--- src/at_response_line_parser_defines.svh ---
// assertion macros shared by the at response line parser rtl
`ifndef AT_RESPONSE_LINE_PARSER_DEFINES_SVH
`define AT_RESPONSE_LINE_PARSER_DEFINES_SVH

// same-cycle implication, checked on every rising clock edge out of reset
`define ATRLP_ASSERT_IMPL(label, ante, cons) \
    label: assert property (@(posedge i_clk) disable iff (!i_rst_n) (ante) |-> (cons)) \
        else $error("at response line parser assertion failed");

// next-cycle implication, checked on every rising clock edge out of reset
`define ATRLP_ASSERT_NEXT(label, ante, cons) \
    label: assert property (@(posedge i_clk) disable iff (!i_rst_n) (ante) |=> (cons)) \
        else $error("at response line parser assertion failed");

`endif

--- src/atrlp_pkg.sv ---
// constants and codes for the at response line parser
package atrlp_pkg;

    // line store capacity in bytes and the cursor width that can hold it
    localparam int LINE_CAPACITY = 256;
    localparam int CURSOR_W      = $clog2(LINE_CAPACITY + 1);

    localparam int RAW_LEN_W     = 16;
    localparam int BYTE_W        = 8;
    localparam int S_TDATA_W     = 24;
    localparam int M_TDATA_W     = 48;

    // item kinds carried on the input tuser bit
    localparam logic CMD_BYTE = 1'b0;
    localparam logic CMD_ARM  = 1'b1;

    // characters the parser reacts to
    localparam logic [7:0] CH_CR = 8'h0D;
    localparam logic [7:0] CH_LF = 8'h0A;
    localparam logic [7:0] CH_GT = 8'h3E;

endpackage

--- src/at_response_line_parser.sv ---
// at response line parser: deframes a modem byte stream into lines, prompts and raw blocks
//
// input channel (s_axis): one item per received byte or per arm command.
//   tuser selects the kind: 0 = received byte in tdata[7:0], 1 = arm a raw
//   block whose length is in tdata[23:8]. the raw block starts with the first
//   byte after the next cr lf.
// output channel (m_axis): exactly one result item per input item, in order.
//   tdata carries stored flag, stored byte, position, line length, raw done,
//   raw block length, prompt flag and overflow; tlast marks the item whose
//   cr lf completed a line.
// output: the result sits in an output register the cycle after the input
//   item is accepted.
// throughput: one item per cycle while the receiver does not stall; the whole
//   state transition and cursor and counter update is one pass of logic ahead of the output register.
// stall: ready follows the output register, so while a result waits on a
//   stalled receiver no new item is taken; when the receiver takes the
//   result a new item is accepted in the same cycle.
// reset: synchronous active low; parser returns to idle with cursor, raw
//   remaining count and armed length at zero and no result pending.
`include "at_response_line_parser_defines.svh"

module at_response_line_parser (
    input  logic                            i_clk,
    input  logic                            i_rst_n,
    input  logic                            i_s_axis_tvalid,
    output logic                            o_s_axis_tready,
    // [7:0] rx_byte, [23:8] raw_length
    input  logic [atrlp_pkg::S_TDATA_W-1:0] i_s_axis_tdata,
    // [0] command
    input  logic                            i_s_axis_tuser,
    output logic                            o_m_axis_tvalid,
    input  logic                            i_m_axis_tready,
    // [0] stored, [8:1] stored_byte, [16:9] position, [25:17] line_length,
    // [26] raw_done, [42:27] raw_block_length, [43] prompt_seen,
    // [44] overflow, [47:45] zero
    output logic [atrlp_pkg::M_TDATA_W-1:0] o_m_axis_tdata,
    // line_done
    output logic                            o_m_axis_tlast
);

    import atrlp_pkg::*;

    typedef enum logic [2:0] {
        ST_IDLE,
        ST_IDLE_CR,
        ST_RESULT_LF,
        ST_RESULT,
        ST_RAWDATA,
        ST_PROMPT
    } t_state;

    // parser state
    t_state                r_state, n_state;
    logic [CURSOR_W-1:0]   r_cursor, n_cursor;
    logic [RAW_LEN_W-1:0]  r_raw_rem, n_raw_rem;
    logic [RAW_LEN_W-1:0]  r_raw_armed, n_raw_armed;

    // output register
    logic                  r_valid;
    logic                  r_stored, n_stored;
    logic [BYTE_W-1:0]     r_byte, n_byte;
    logic [7:0]            r_pos, n_pos;
    logic                  r_line_done, n_line_done;
    logic [8:0]            r_line_len, n_line_len;
    logic                  r_raw_done, n_raw_done;
    logic [RAW_LEN_W-1:0]  r_raw_len, n_raw_len;
    logic                  r_prompt, n_prompt;
    logic                  r_overflow, n_overflow;

    logic                  accept;
    logic [BYTE_W-1:0]     in_byte;
    logic [RAW_LEN_W-1:0]  in_raw_len;

    // per-byte decode
    logic                  clr_cursor;
    logic                  do_append;
    logic [CURSOR_W-1:0]   cur;
    t_state                ls_state;
    logic                  ls_append;

    assign in_byte    = i_s_axis_tdata[BYTE_W-1:0];
    assign in_raw_len = i_s_axis_tdata[BYTE_W +: RAW_LEN_W];

    // take a new item whenever the output register is empty or being drained
    assign o_s_axis_tready = !r_valid || i_m_axis_tready;
    assign accept          = i_s_axis_tvalid && o_s_axis_tready;

    // start of a line: cr waits for lf, '>' is a prompt, anything else is stored
    always_comb begin
        if (in_byte == CH_CR) begin
            ls_state  = ST_IDLE_CR;
            ls_append = 1'b0;
        end else if (in_byte == CH_GT) begin
            ls_state  = ST_PROMPT;
            ls_append = 1'b0;
        end else begin
            ls_state  = ST_RESULT;
            ls_append = 1'b1;
        end
    end

    always_comb begin
        n_state     = r_state;
        n_raw_rem   = r_raw_rem;
        n_raw_armed = r_raw_armed;
        clr_cursor  = 1'b0;
        do_append   = 1'b0;
        n_cursor    = r_cursor;
        cur         = r_cursor;
        n_stored    = 1'b0;
        n_byte      = '0;
        n_pos       = '0;
        n_line_done = 1'b0;
        n_line_len  = '0;
        n_raw_done  = 1'b0;
        n_raw_len   = '0;
        n_prompt    = 1'b0;
        n_overflow  = 1'b0;

        if (i_s_axis_tuser == CMD_ARM) begin
            // arm answers with an all-zero result
            n_raw_rem   = in_raw_len;
            n_raw_armed = in_raw_len;
        end else begin
            case (r_state)
                ST_IDLE_CR: begin
                    if (in_byte == CH_LF) begin
                        n_state = ST_RESULT_LF;
                    end else if (in_byte != CH_CR) begin
                        n_state = ST_RESULT;
                    end
                end
                ST_RESULT_LF: begin
                    clr_cursor = 1'b1;
                    if (r_raw_rem != '0) begin
                        do_append = 1'b1;
                        n_raw_rem = r_raw_rem - 1'b1;
                        n_state   = ST_RAWDATA;
                    end else begin
                        n_state   = ls_state;
                        do_append = ls_append;
                    end
                end
                ST_RESULT: begin
                    if (in_byte == CH_CR) begin
                        n_state = ST_IDLE_CR;
                    end else begin
                        do_append = 1'b1;
                    end
                end
                ST_RAWDATA: begin
                    if (r_raw_rem == '0) begin
                        // block finished, this byte opens a new line
                        clr_cursor = 1'b1;
                        n_state    = ls_state;
                        do_append  = ls_append;
                    end else begin
                        do_append = 1'b1;
                        n_raw_rem = r_raw_rem - 1'b1;
                    end
                end
                ST_PROMPT: begin
                    clr_cursor = 1'b1;
                    if (in_byte == CH_CR) begin
                        n_state = ST_IDLE_CR;
                    end else begin
                        n_state   = ST_RESULT;
                        do_append = 1'b1;
                    end
                end
                default: begin
                    // idle and unused codes: cursor is kept
                    n_state   = ls_state;
                    do_append = ls_append;
                end
            endcase

            cur      = clr_cursor ? '0 : r_cursor;
            n_cursor = cur;
            if (do_append) begin
                if (cur < CURSOR_W'(LINE_CAPACITY)) begin
                    n_stored = 1'b1;
                    n_byte   = in_byte;
                    n_pos    = 8'(cur);
                    n_cursor = cur + 1'b1;
                end else begin
                    n_overflow = 1'b1;
                end
            end

            if (n_state == ST_RESULT_LF) begin
                n_line_done = 1'b1;
                n_line_len  = 9'(n_cursor);
            end
            // raw done fires once per armed block
            if (n_state == ST_RAWDATA && n_raw_rem == '0 && r_raw_armed != '0) begin
                n_raw_done  = 1'b1;
                n_raw_len   = r_raw_armed;
                n_raw_armed = '0;
            end
            n_prompt = (n_state == ST_PROMPT);
        end
    end

    always_ff @(posedge i_clk) begin
        if (!i_rst_n) begin
            r_state     <= ST_IDLE;
            r_cursor    <= '0;
            r_raw_rem   <= '0;
            r_raw_armed <= '0;
            r_valid     <= 1'b0;
        end else begin
            if (accept) begin
                r_state     <= n_state;
                r_cursor    <= n_cursor;
                r_raw_rem   <= n_raw_rem;
                r_raw_armed <= n_raw_armed;
                r_valid     <= 1'b1;
                r_stored    <= n_stored;
                r_byte      <= n_byte;
                r_pos       <= n_pos;
                r_line_done <= n_line_done;
                r_line_len  <= n_line_len;
                r_raw_done  <= n_raw_done;
                r_raw_len   <= n_raw_len;
                r_prompt    <= n_prompt;
                r_overflow  <= n_overflow;
            end else if (i_m_axis_tready) begin
                r_valid <= 1'b0;
            end
        end
    end

    assign o_m_axis_tvalid = r_valid;
    assign o_m_axis_tlast  = r_line_done;
    assign o_m_axis_tdata  = {3'b000, r_overflow, r_prompt, r_raw_len, r_raw_done,
                              r_line_len, r_pos, r_byte, r_stored};

    // cursor never runs past the line store
    `ATRLP_ASSERT_IMPL(a_cursor_bound, 1'b1, r_cursor <= CURSOR_W'(LINE_CAPACITY))
    // a byte is either stored or dropped, never both
    `ATRLP_ASSERT_IMPL(a_store_or_drop, r_valid, !(r_stored && r_overflow))
    // a completed raw block leaves nothing counted and nothing armed
    `ATRLP_ASSERT_IMPL(a_raw_done_clear, r_valid && r_raw_done,
        r_raw_rem == '0 && r_raw_armed == '0 && r_state == ST_RAWDATA)
    // line completion and prompt flags agree with the held state
    `ATRLP_ASSERT_IMPL(a_line_done_state, r_valid && r_line_done, r_state == ST_RESULT_LF)
    `ATRLP_ASSERT_IMPL(a_prompt_state, r_valid && r_prompt, r_state == ST_PROMPT)
    // a stalled result keeps the parser state frozen
    `ATRLP_ASSERT_NEXT(a_stall_holds_state, r_valid && !i_m_axis_tready,
        $stable(r_state) && $stable(r_cursor) && $stable(r_raw_rem))

endmodule
--- config.mk ---
export PLATFORM = sky130hd
export DESIGN_NAME = at_response_line_parser
export DESIGN_NICKNAME = d
export VERILOG_FILES = /design/src/atrlp_pkg.sv /design/src/at_response_line_parser.sv
export VERILOG_INCLUDE_DIRS = /design/src /design/src/src
export SDC_FILE = /design/constraint.sdc
export NUM_CORES = 1
export LEC_CHECK = 0
export BUFFER_PORTS_ARGS = -buffer_cell sky130_fd_sc_hd__buf_2
export CAP_MARGIN = 10
export CORE_MARGIN = 2
export CORE_UTILIZATION = 56
export CTS_BUF_LIST = sky130_fd_sc_hd__clkbuf_16
export DETAILED_ROUTE_END_ITERATION = 8
export PLACE_DENSITY = 0.79
export SLEW_MARGIN = 20
export SYNTH_ARGS = -nofsm -noshare
export SYNTH_HDL_FRONTEND = slang
export SYNTH_SLANG_ARGS = --single-unit
--- constraint.sdc ---
create_clock -name i_clk -period 4.6 [get_ports i_clk]
set_input_delay 0.69 -clock i_clk [delete_from_list [all_inputs] [get_ports i_clk]]
set_output_delay 0.69 -clock i_clk [all_outputs]
set_load 0.005 [all_outputs]
==> impl_metrics.json <==
{
  "status": "finished clean",
  "syn_inst": 487,
  "powerDensity_nw_per_um2": 363,
  "die_area_um2": 8990,
  "drc_errors": 0,
  "clockRootBuffer": "clkbuf_16",
  "slew_headroom": 0.355,
  "cts_tree": "done",
  "gp_congestion": 0.922,
  "post_cts_resized": 0,
  "grt_use_total": 0.238,
  "leakagePower_nw": 2.08,
  "area_growth_pct": 14.8,
  "grt_max_degree": 47,
  "fmax_mhz": 295,
  "yosys.area_share.simple": 0.252,
  "yosysWarnings": 0,
  "die_w_um": 94.8,
  "instances_no_fill": 652,
  "drv_cap": 0,
  "finalSetupViolCount": 0,
  "grt_pass1_wl_um": 16700,
  "netlist.area_leader.share": 0.299,
  "diodes": 0,
  "cts_buffers": 9,
  "multiInputGateArea_um2": 2140,
  "arrival_ps": 3620,
  "final_area_um2": 5300,
  "cts.sinks": 91,
  "final_nets": 574,
  "crit_path_start_kind": "flop",
  "dp_hpwl_um": 7190,
  "tightest_slew_ps": 967,
  "grt_antenna_before_repair": 0,
  "ctsHoldBuffers": 0,
  "ir_drop_uv": 228,
  "placed_area_um2": 4990,
  "routed_via_density": 6.09,
  "grt_overflow_total": 0,
  "detail-route-antenna-nets": 0,
  "synthMuxAreaShare": 0.00217,
  "holdWs_ps": 493,
  "cp_max_fo": 18,
  "synth_compound_area_frac": 0.180,
  "finalCritPeriodShare": 0.736,
  "syn-cell-area_um2": 4620,
  "clk_pin_slew_ps": 70,
  "synth.area.top_cells": "edfxtp_1 (30%), dfxtp_1 (19%), nor2_1 (3.7%), a22o_1 (3.6%), and3_1 (3.4%)",
  "end_kind": "flop",
  "drive_gt1_frac": 0.201,
  "clockBufferDepth": 2,
  "final_cell_mix": "buf_2 (76), edfxtp_1 (46), nor2_1 (45), dfxtp_1 (45), nand2_1 (40)",
  "drtIter0Drc": 372,
  "die_h_um": 94.8,
  "final.fill_count": 693,
  "hold_path_class": "reg2reg",
  "synthFlopType": "edfxtp_1",
  "yosysSeqAreaShare": 0.494,
  "wl_per_cell_um": 16.2,
  "tns_ps": 0,
  "core_area_um2": 8090,
  "ioPinCount": 80,
  "vias": 3968,
  "drv_slew": 0,
  "initial_core_util": 0.571,
  "wl_um": 10500,
  "required_ps": 4830,
  "clk_latency_ps": 340,
  "post_cts_buffers": 0,
  "synth_area_leader_cell": "edfxtp_1",
  "period_needed_ps": 3390,
  "synth_cell_types": 64,
  "cts.htree.levels": 3,
  "final_common_cell": "buf_2",
  "skew_ps": 9.07,
  "synth_top_family_by_area": "simple AND/OR/NAND/NOR gates",
  "crit_type": "reg2reg",
  "dr.pass1.iters": 7,
  "grt_pass1_vias": 3466,
  "hold_violations": 0,
  "syn_avg_cell_area_um2": 9.49,
  "synth_xor_area_frac": 0.0152,
  "rsz0062_at_grt": "no",
  "place_inst": 635,
  "regArea_um2": 2280,
  "synth_edf_count": 46,
  "yosys_register_bits": 91,
  "synthAdderAreaFrac": 0.00812,
  "num_rows": 33,
  "synthArstFlopShare": 0,
  "io_buffer_count": 76
}
registers in the layout, indices dropped and copies added, names as in the netlist:
| signal | count |
|---|---|
| o_m_axis_tlast | 1 |
| o_m_axis_tvalid | 1 |
| r_byte | 8 |
| r_cursor | 9 |
| r_line_len | 9 |
| r_overflow | 1 |
| r_pos | 8 |
| r_prompt | 1 |
| r_raw_armed | 16 |
| r_raw_done | 1 |
| r_raw_len | 16 |
| r_raw_rem | 16 |
| r_state | 3 |
| r_stored | 1 |
through the flow:
stage                     setup slack [ps]  total power, mW  utilization
after global routing                   890             2.00        0.655
after CTS                             1250             1.93        0.653
after detailed placement              1260             1.21        0.616
after floorplan                        976             1.13            -
final                                 1210             1.93        0.655
after global placement                1280             1.21        0.616
power by group:
group	internal (mW)	switching [mW]	total, mW
registers	0.886	0.0338	0.920
clock network	0.404	0.318	0.722
logic	0.110	0.174	0.284
total	1.40	0.526	1.93
cells in the mapped netlist (9+ instances only):
master / number
a22o_1: 19
nand3_1: 17
nor4_1: 10
nor2_1: 46
nand2_1: 40
or4_1: 9
a31oi_1: 11
and3_1: 25
clkbuf_1: 27
o21ai_0: 30
a21oi_1: 28
and2_1: 17
edfxtp_1: 46
dfxtp_1: 45
worst max-delay path: stages (launching register included):
cell and delay (ps):
dfxtp_1 420, or4_4 610, nor4_2 500, nand3_1 140, a221o_1 400, nor4_4 690, o31ai_4 250, a22o_1 260
final cells by class:
cell class | count | share of cell area
Sequential cell | 91 | 0.430
Clock inverter | 6 | 0.00896
Tap cell | 105 | 0.0248
Multi-Input combinational cell | 352 | 0.403
Clock buffer | 10 | 0.0472
Timing Repair Buffer | 81 | 0.0812
Inverter | 7 | 0.00495
worst paths after layout:
check                                startpoint         endpoint  slack (ps)  cells past startpoint
worst max-delay path               r_raw_rem[2]   r_raw_armed[8]        1210                      7
worst min-delay path            r_raw_armed[13]  r_raw_armed[13]         490                      1
worst max register to register     r_raw_rem[2]   r_raw_armed[8]        1210                      7
worst min register to register  r_raw_armed[13]  r_raw_armed[13]         490                      1
per-layer routing:
| metal | share of wire | vias to the layer above | GRT usage |
|---|---|---|---|
| li1 | - | 1928 | - |
| met1 | 0.44 | 1874 | 0.323 |
| met2 | 0.48 | 155 | 0.387 |
| met3 | 0.072 | 11 | 0.0511 |
| met4 | 0.011 | 0 | 0.0676 |
| met5 | 0 | - | 0 |
logic make-up (layout without fill, tap and decap cells):
kind of cell,Yosys count,after routing
AOI/OAI and AO/OA,124,124
other,1,3
muxes,1,1
and+or+nand+nor,213,213
xor gates and xnor gates,8,8
DFF,91,91
adders and majority gates,3,3
buffers and inverters,46,104
(Power assumes the default switching activity.)
